<file path="config.mk">
export PLATFORM = sky130hd
export DESIGN_NAME = glas_cossin
export DESIGN_NICKNAME = d
export VERILOG_FILES = /design/src/rtl/glas_pkg.sv /design/src/rtl/glas_cossin.sv
export SDC_FILE = /design/constraint.sdc
export NUM_CORES = 2
export LEC_CHECK = 0
export ABC_AREA = 1
export CORE_ASPECT_RATIO = 1.4
export CORE_MARGIN = 8
export CORE_UTILIZATION = 65
export CTS_BUF_LIST = sky130_fd_sc_hd__clkbuf_4 sky130_fd_sc_hd__clkbuf_8
export CTS_CLUSTER_SIZE = 16
export DETAILED_ROUTE_END_ITERATION = 8
export DONT_BUFFER_PORTS = 1
export GPL_TIMING_DRIVEN = 0
export PLACE_DENSITY = 0.86
export SYNTH_ARGS = -nofsm -noshare
export SYNTH_HDL_FRONTEND = slang
export SYNTH_SLANG_ARGS = --single-unit
</file>
<file path="constraint.sdc">
create_clock -name clk_i -period 10.8 [get_ports clk_i]
set_input_delay 0.54 -clock clk_i [delete_from_list [all_inputs] [get_ports clk_i]]
set_output_delay 0.54 -clock clk_i [all_outputs]
set_load 0.05 [all_outputs]
</file>
<file path="src/rtl/glas_pkg.sv">
// Shared constants, codes and the arctangent table of the gimbal linkage angle solver.
package glas_pkg;

  localparam int unsigned CordicSteps   = 17;
  localparam int unsigned TwoPiQ16      = 411775;
  localparam int unsigned PiQ16         = 205887;
  localparam int unsigned HalfPiQ16     = 102944;
  localparam int unsigned CordicGainQ30 = 652032874;

  localparam int unsigned CfgDataWidth  = 32;
  localparam int unsigned CfgIdxWidth   = 3;

  typedef enum logic [1:0] {
    StatusOk      = 2'd0,
    StatusNegDisc = 2'd1,
    StatusZeroDen = 2'd2
  } status_e;

  typedef enum logic [2:0] {
    RegLinkA = 3'd0,
    RegLinkB = 3'd1,
    RegLinkC = 3'd2,
    RegLinkD = 3'd3,
    RegLinkE = 3'd4
  } cfg_reg_e;

  // atan(2^-i) in Q.16
  function automatic logic [16:0] atan_q16(input int unsigned idx);
    logic [16:0] val;
    case (idx)
      0:       val = 17'd51472;
      1:       val = 17'd30386;
      2:       val = 17'd16055;
      3:       val = 17'd8150;
      4:       val = 17'd4091;
      5:       val = 17'd2047;
      6:       val = 17'd1024;
      7:       val = 17'd512;
      8:       val = 17'd256;
      9:       val = 17'd128;
      10:      val = 17'd64;
      11:      val = 17'd32;
      12:      val = 17'd16;
      13:      val = 17'd8;
      14:      val = 17'd4;
      15:      val = 17'd2;
      16:      val = 17'd1;
      default: val = 17'd0;
    endcase
    return val;
  endfunction

endpackage

</file>
<file path="src/rtl/glas_cossin.sv">
// Pipelined angle reduction and rotation CORDIC giving cosine and sine in Q.30.
module glas_cossin #(
  parameter int AngleWidth = 16
) (
  input  logic                         clk_i,
  input  logic                         rst_ni,
  input  logic                         valid_i,
  input  logic signed [AngleWidth-1:0] angle_i,
  output logic                         valid_o,
  output logic signed [32:0]           cos_o,
  output logic signed [32:0]           sin_o
);

  localparam int SW       = AngleWidth + 4;
  localparam int RedSteps = (AngleWidth > 15) ? AngleWidth - 14 : 1;
  localparam int RW       = (SW + 2 > 20) ? SW + 2 : 20;
  localparam int ZW       = 21;
  localparam int XW       = 33;
  localparam int NS       = glas_pkg::CordicSteps;

  localparam logic signed [ZW-1:0] TwoPi  = ZW'(glas_pkg::TwoPiQ16);
  localparam logic signed [ZW-1:0] Pi     = ZW'(glas_pkg::PiQ16);
  localparam logic signed [ZW-1:0] HalfPi = ZW'(glas_pkg::HalfPiQ16);

  logic                   vin_q;
  logic                   neg_q;
  logic [SW-1:0]          mag_q;
  logic signed [SW-1:0]   ang_scaled;

  logic                   rv_q   [RedSteps];
  logic                   rneg_q [RedSteps];
  logic [SW-1:0]          red_q  [RedSteps];

  logic                   cv_q   [NS+1];
  logic                   flip_q [NS+1];
  logic signed [XW-1:0]   x_q    [NS+1];
  logic signed [XW-1:0]   y_q    [NS+1];
  logic signed [ZW-1:0]   z_q    [NS+1];

  logic                   ov_q;
  logic signed [XW-1:0]   cos_q, sin_q;

  logic [RW-1:0]          red_ext;
  logic signed [ZW-1:0]   r0, r1, r2;
  logic                   flip_d;

  assign ang_scaled = {angle_i, 4'b0000};

  // input stage: split sign and magnitude so the remainder truncates toward zero
  always_ff @(posedge clk_i or negedge rst_ni) begin
    if (!rst_ni) begin
      vin_q <= 1'b0;
    end else begin
      vin_q <= valid_i;
    end
  end

  always_ff @(posedge clk_i) begin
    neg_q <= ang_scaled[SW-1];
    mag_q <= ang_scaled[SW-1] ? SW'(-ang_scaled) : SW'(ang_scaled);
  end

  // restoring reduction modulo 2*pi, one multiple per stage
  for (genvar g = 0; g < RedSteps; g++) begin : g_red
    localparam logic [RW-1:0] Sub = RW'(glas_pkg::TwoPiQ16) << (RedSteps - 1 - g);
    logic          vin;
    logic          nin;
    logic [SW-1:0] rin;
    logic [RW-1:0] rin_ext;

    if (g == 0) begin : g_first
      assign vin = vin_q;
      assign nin = neg_q;
      assign rin = mag_q;
    end else begin : g_next
      assign vin = rv_q[g-1];
      assign nin = rneg_q[g-1];
      assign rin = red_q[g-1];
    end

    assign rin_ext = RW'(rin);

    always_ff @(posedge clk_i or negedge rst_ni) begin
      if (!rst_ni) begin
        rv_q[g] <= 1'b0;
      end else begin
        rv_q[g] <= vin;
      end
    end

    always_ff @(posedge clk_i) begin
      rneg_q[g] <= nin;
      red_q[g]  <= (rin_ext >= Sub) ? SW'(rin_ext - Sub) : rin;
    end
  end

  // fold into [-pi/2, pi/2]
  assign red_ext = RW'(red_q[RedSteps-1]);

  always_comb begin
    r0 = rneg_q[RedSteps-1] ? -ZW'({2'b00, red_ext[18:0]}) : ZW'({2'b00, red_ext[18:0]});
    if (r0 > Pi) begin
      r1 = r0 - TwoPi;
    end else if (r0 < -Pi) begin
      r1 = r0 + TwoPi;
    end else begin
      r1 = r0;
    end
    flip_d = 1'b0;
    if (r1 > HalfPi) begin
      r2     = r1 - Pi;
      flip_d = 1'b1;
    end else if (r1 < -HalfPi) begin
      r2     = r1 + Pi;
      flip_d = 1'b1;
    end else begin
      r2 = r1;
    end
  end

  always_ff @(posedge clk_i or negedge rst_ni) begin
    if (!rst_ni) begin
      cv_q[0] <= 1'b0;
    end else begin
      cv_q[0] <= rv_q[RedSteps-1];
    end
  end

  always_ff @(posedge clk_i) begin
    flip_q[0] <= flip_d;
    x_q[0]    <= XW'(glas_pkg::CordicGainQ30);
    y_q[0]    <= '0;
    z_q[0]    <= r2;
  end

  // rotation CORDIC, one micro-rotation per stage
  for (genvar i = 0; i < NS; i++) begin : g_rot
    localparam logic signed [ZW-1:0] Atan = ZW'(glas_pkg::atan_q16(i));
    logic signed [XW-1:0] xs, ys;

    assign xs = x_q[i] >>> i;
    assign ys = y_q[i] >>> i;

    always_ff @(posedge clk_i or negedge rst_ni) begin
      if (!rst_ni) begin
        cv_q[i+1] <= 1'b0;
      end else begin
        cv_q[i+1] <= cv_q[i];
      end
    end

    always_ff @(posedge clk_i) begin
      flip_q[i+1] <= flip_q[i];
      if (!z_q[i][ZW-1]) begin
        x_q[i+1] <= x_q[i] - ys;
        y_q[i+1] <= y_q[i] + xs;
        z_q[i+1] <= z_q[i] - Atan;
      end else begin
        x_q[i+1] <= x_q[i] + ys;
        y_q[i+1] <= y_q[i] - xs;
        z_q[i+1] <= z_q[i] + Atan;
      end
    end
  end

  always_ff @(posedge clk_i or negedge rst_ni) begin
    if (!rst_ni) begin
      ov_q <= 1'b0;
    end else begin
      ov_q <= cv_q[NS];
    end
  end

  always_ff @(posedge clk_i) begin
    cos_q <= flip_q[NS] ? -x_q[NS] : x_q[NS];
    sin_q <= flip_q[NS] ? -y_q[NS] : y_q[NS];
  end

  assign valid_o = ov_q;
  assign cos_o   = cos_q;
  assign sin_o   = sin_q;

  a_mag_top_only_min : assert property (@(posedge clk_i) disable iff (!rst_ni)
    vin_q && mag_q[SW-1] |-> neg_q)
    else $error("scaled magnitude top bit set for a non-negative angle");

  a_red_below_two_pi : assert property (@(posedge clk_i) disable iff (!rst_ni)
    rv_q[RedSteps-1] |-> (RW'(red_q[RedSteps-1]) < RW'(glas_pkg::TwoPiQ16)))
    else $error("angle reduction left a remainder of 2*pi or more");

  a_fold_range : assert property (@(posedge clk_i) disable iff (!rst_ni)
    cv_q[0] |-> (z_q[0] <= HalfPi) && (z_q[0] >= -HalfPi))
    else $error("folded angle outside [-pi/2, pi/2]");

endmodule

</file>
==> impl_metrics.tcl <==
set metrics [dict create \
    status "finished clean" \
    hold_end "g_red[0].vin" \
    synth_xor_xnor_area_share_pct 16.0 \
    rr_worst_depth 19 \
    cts_made_buffers 227 \
    synthFlopType "dfxtp_1" \
    crit_top_cell "o21ai_0" \
    worstSkewPairLatency_ns 1.04 \
    synth_top_area_share_pct 28.4 \
    synthesis.area_mm2 0.105 \
    crit_path_max_incr_delay_ns 0.62 \
    crit_chain "clkbuf_1, inv_1, clkbuf_1, clkbuf_2, o21ai_0, ha_1, nand3_1, nand2_1, a21oi_1, o21ai_0, a21oi_1, o21bai_1, a21boi_0, o21ai_0, a21boi_0, o21ai_0, a21boi_0, o21ai_0, xor2_1" \
    synthDistinctLibCells 62 \
    r2r_slack_ns 4.28 \
    seq_area_mm2 0.0305 \
    grt-ovfl-total 0 \
    hp-start "valid_i" \
    synthesis.nets 15300 \
    drc 0 \
    worstPathRequired_ns 11.72 \
    nFillCells 13300 \
    clock_path_buffers 3 \
    fin_crit_ns 6.52 \
    via_per_inst 5.60 \
    hold_path_class "in2reg" \
    synth_top_family_by_area "simple AND/OR/NAND/NOR gates" \
    wl_um 296000 \
    postSynthAreaPerCell_um2 7.57 \
    r2r_end "x_q[2][64]" \
    post_drt_wl_per_cell_um 17.9 \
    path_max_fanout 19 \
    hpwl_um 242000 \
    drv_slew 0 \
    grt_usage_pct 32.4 \
    antenna_left 0 \
    clk_root_buffer_cell "clkbuf_8" \
    grt_pass1_wl_um 459000 \
    start_kind "flop" \
    clk_pin_slew_ns 0.07 \
    slew_headroom_pct 5.99 \
    grt_pass1_vias 92400 \
    ctsHtreeMaxLevel 4 \
    initial_core_util_pct 65.2 \
    synth-async-reset-ratio_pct 1.45 \
    timing.final.crit_share_pct 60.4 \
    drt_iter0_drc 4581 \
    hold_violations 0 \
    antenna_found_initial 7 \
    core_area_mm2 0.162 \
    holdPathStages 1 \
    syn_inst 13900 \
    postCtsSetupBuffers 0 \
    worstMarginPinSlew_ns 1.41 \
    synth-compound-area-share_pct 15.4 \
    cts.sinks 1518 \
    area_growth_syn_to_layout_pct 7.99 \
    synth.mux.area_fraction_pct 0 \
    dieArea_mm2 0.176 \
    cp.arrival_ns 7.44 \
    synth_top_area_cell "dfxtp_1" \
    row_count 175 \
    timing.rr.start "z_q[2][20]" \
    drive_above_1_share_pct 3.78 \
    synth_edf_count 0 \
    hold-worst-slack_ns 0.0826 \
    ys_ff_latch 1518 \
    port_buffers 0 \
    ios 86 \
    ys_seq_area_share_pct 28.9 \
    fin_skew_ns 0.0649 \
    synth_warnings 0 \
    synthAdderAreaFrac_pct 15.8 \
    multi_input_area_mm2 0.0668 \
    die_x_um 356 \
    yosys.area_share.simple_pct 16.2 \
    grt_start_max_net_pins 28 \
    finalNetCount 15500 \
    synthTopCellsByArea "dfxtp_1 (28%), ha_1 (15%), xor2_1 (11%)" \
    routabilityCongestion 1.03 \
    rsz0062_at_grt "no" \
    firstDrtPassIters 6 \
    fp.dieH_um 493 \
    crit_type "reg2reg" \
    fin_setup_tns_ns 0 \
    finalSetupViolations 0 \
    vias 92600 \
    max_freq_mhz 153 \
    cp-end-kind "flop" \
    cts_tree "done" \
    crit_slowest_cell "dfxtp_1" \
    max_cap_violations 0 \
]
[layout make-up]
cell class                 instances  area share [%]
multi-input combinational      10300            58.7
sequential                      1518            26.8
inverter                        2000            6.59
clock buffer                     331            3.70
tap                             2124            2.33
clock inverter                    93            1.07
buffer                           158           0.587
timing repair buffer              31           0.272
antenna                            9          0.0198
[Yosys cell counts (139+ instances only)]
cell type	n
nor2_1	1046
a21oi_1	1459
xnor2_1	592
nand2_1	2161
o21ai_0	676
a21boi_0	189
inv_1	1974
nand3_1	407
a31oi_1	258
nor3_1	210
xor2_1	1337
ha_1	1254
nand4_1	139
dfxtp_1	1496
[worst max path at each step]
| stage | to | slack, ns | startpoint | cells past startpoint |
|---|---|---|---|---|
| CTS | x_q[2][64] | 4.08 | z_q[2][20] | 19 |
| detailed placement | x_q[2][64] | 4.12 | z_q[2][20] | 19 |
| global placement | x_q[2][64] | 4.25 | z_q[2][20] | 19 |
| global route | x_q[5][32] | 3.83 | z_q[4][41] | 19 |
| floorplan | x_q[5][32] | 6.49 | z_q[4][41] | 19 |
| finish | x_q[2][64] | 4.28 | z_q[2][20] | 19 |
[stage by stage]
| stage | worst slack [ns] | cell area, um^2 | util [%] | instances |
|---|---|---|---|---|
| finish | 4.28 | 114000 | 70.4 | 16500 |
| global route | 3.83 | 114000 | 70.4 | 16500 |
| CTS | 4.08 | 114000 | 70.4 | 16500 |
| detailed placement | 4.12 | 108000 | 66.8 | 16100 |
| global placement | 4.25 | 108000 | 66.8 | 16100 |
| floorplan | 6.49 | 105000 | - | 13900 |
[repair_timing]
item	in CTS	in global routing
endpoints found under the setup margin	0	0
hold buffers	31	0
hold endpoints to repair	40	0
resized for setup	0	0
[routing by layer]
| layer | vias to the layer above | GRT usage [%] | share of wire (%) |
|---|---|---|---|
| met1 | 42100 | 27.4 | 33 |
| met5 | - | 0 | 0.069 |
| met4 | 6 | 31.3 | 11 |
| met2 | 2582 | 62.7 | 52 |
| li1 | 46500 | - | - |
| met3 | 1409 | 5.15 | 3.9 |
[placed cells by master, fill, tap and decap left out, types with 139 or more instances in the layout]
| master | netlist | layout |
|---|---|---|
| xnor2_1 | 592 | 592 |
| inv_1 | 1974 | 1974 |
| o21ai_0 | 676 | 676 |
| ha_1 | 1254 | 1254 |
| nor3_1 | 210 | 210 |
| xor2_1 | 1337 | 1337 |
| nand3_1 | 407 | 407 |
| dfxtp_1 | 1496 | 1496 |
| nand2_1 | 2161 | 2161 |
| a21oi_1 | 1459 | 1459 |
| nor2_1 | 1046 | 1046 |
| a21boi_0 | 189 | 189 |
| clkbuf_8 | 0 | 276 |
| a31oi_1 | 258 | 258 |
| nand4_1 | 139 | 139 |
[state kept, by name, summed over array words and instances (netlist names), 16 cells and up]
name       flops
y_q          529
x_q          503
z_q          327
red_q         34
cos_o         33
sin_o         33
cv_q          18
flip_q        18
g_red.rin     16
[logic make-up (layout without fill, tap and decap cells)]
family / after synthesis / in the layout
AND/OR/NAND/NOR: 4118 / 4118
other: 0 / 9
AO/OA/AOI/OAI: 2913 / 2913
XOR/XNOR: 1929 / 1929
adder cells (fa/ha/maj): 1301 / 1301
flip-flops: 1518 / 1518
buffers and inverters: 2158 / 2613
[critical path, delay by kind of cell (launching register included)]
family / cells / cell delay (ns)
compound gates: 11 / 3.40
flops: 1 / 0.62
buf+inv: 4 / 1.70
simple gates: 2 / 0.17
xor+xnor: 1 / 0.18
fa+ha+maj: 1 / 0.32
Power is left out: the tool's default activity adds up to more than one toggle a clock period on the data nets, which glitch-free logic cannot reach.
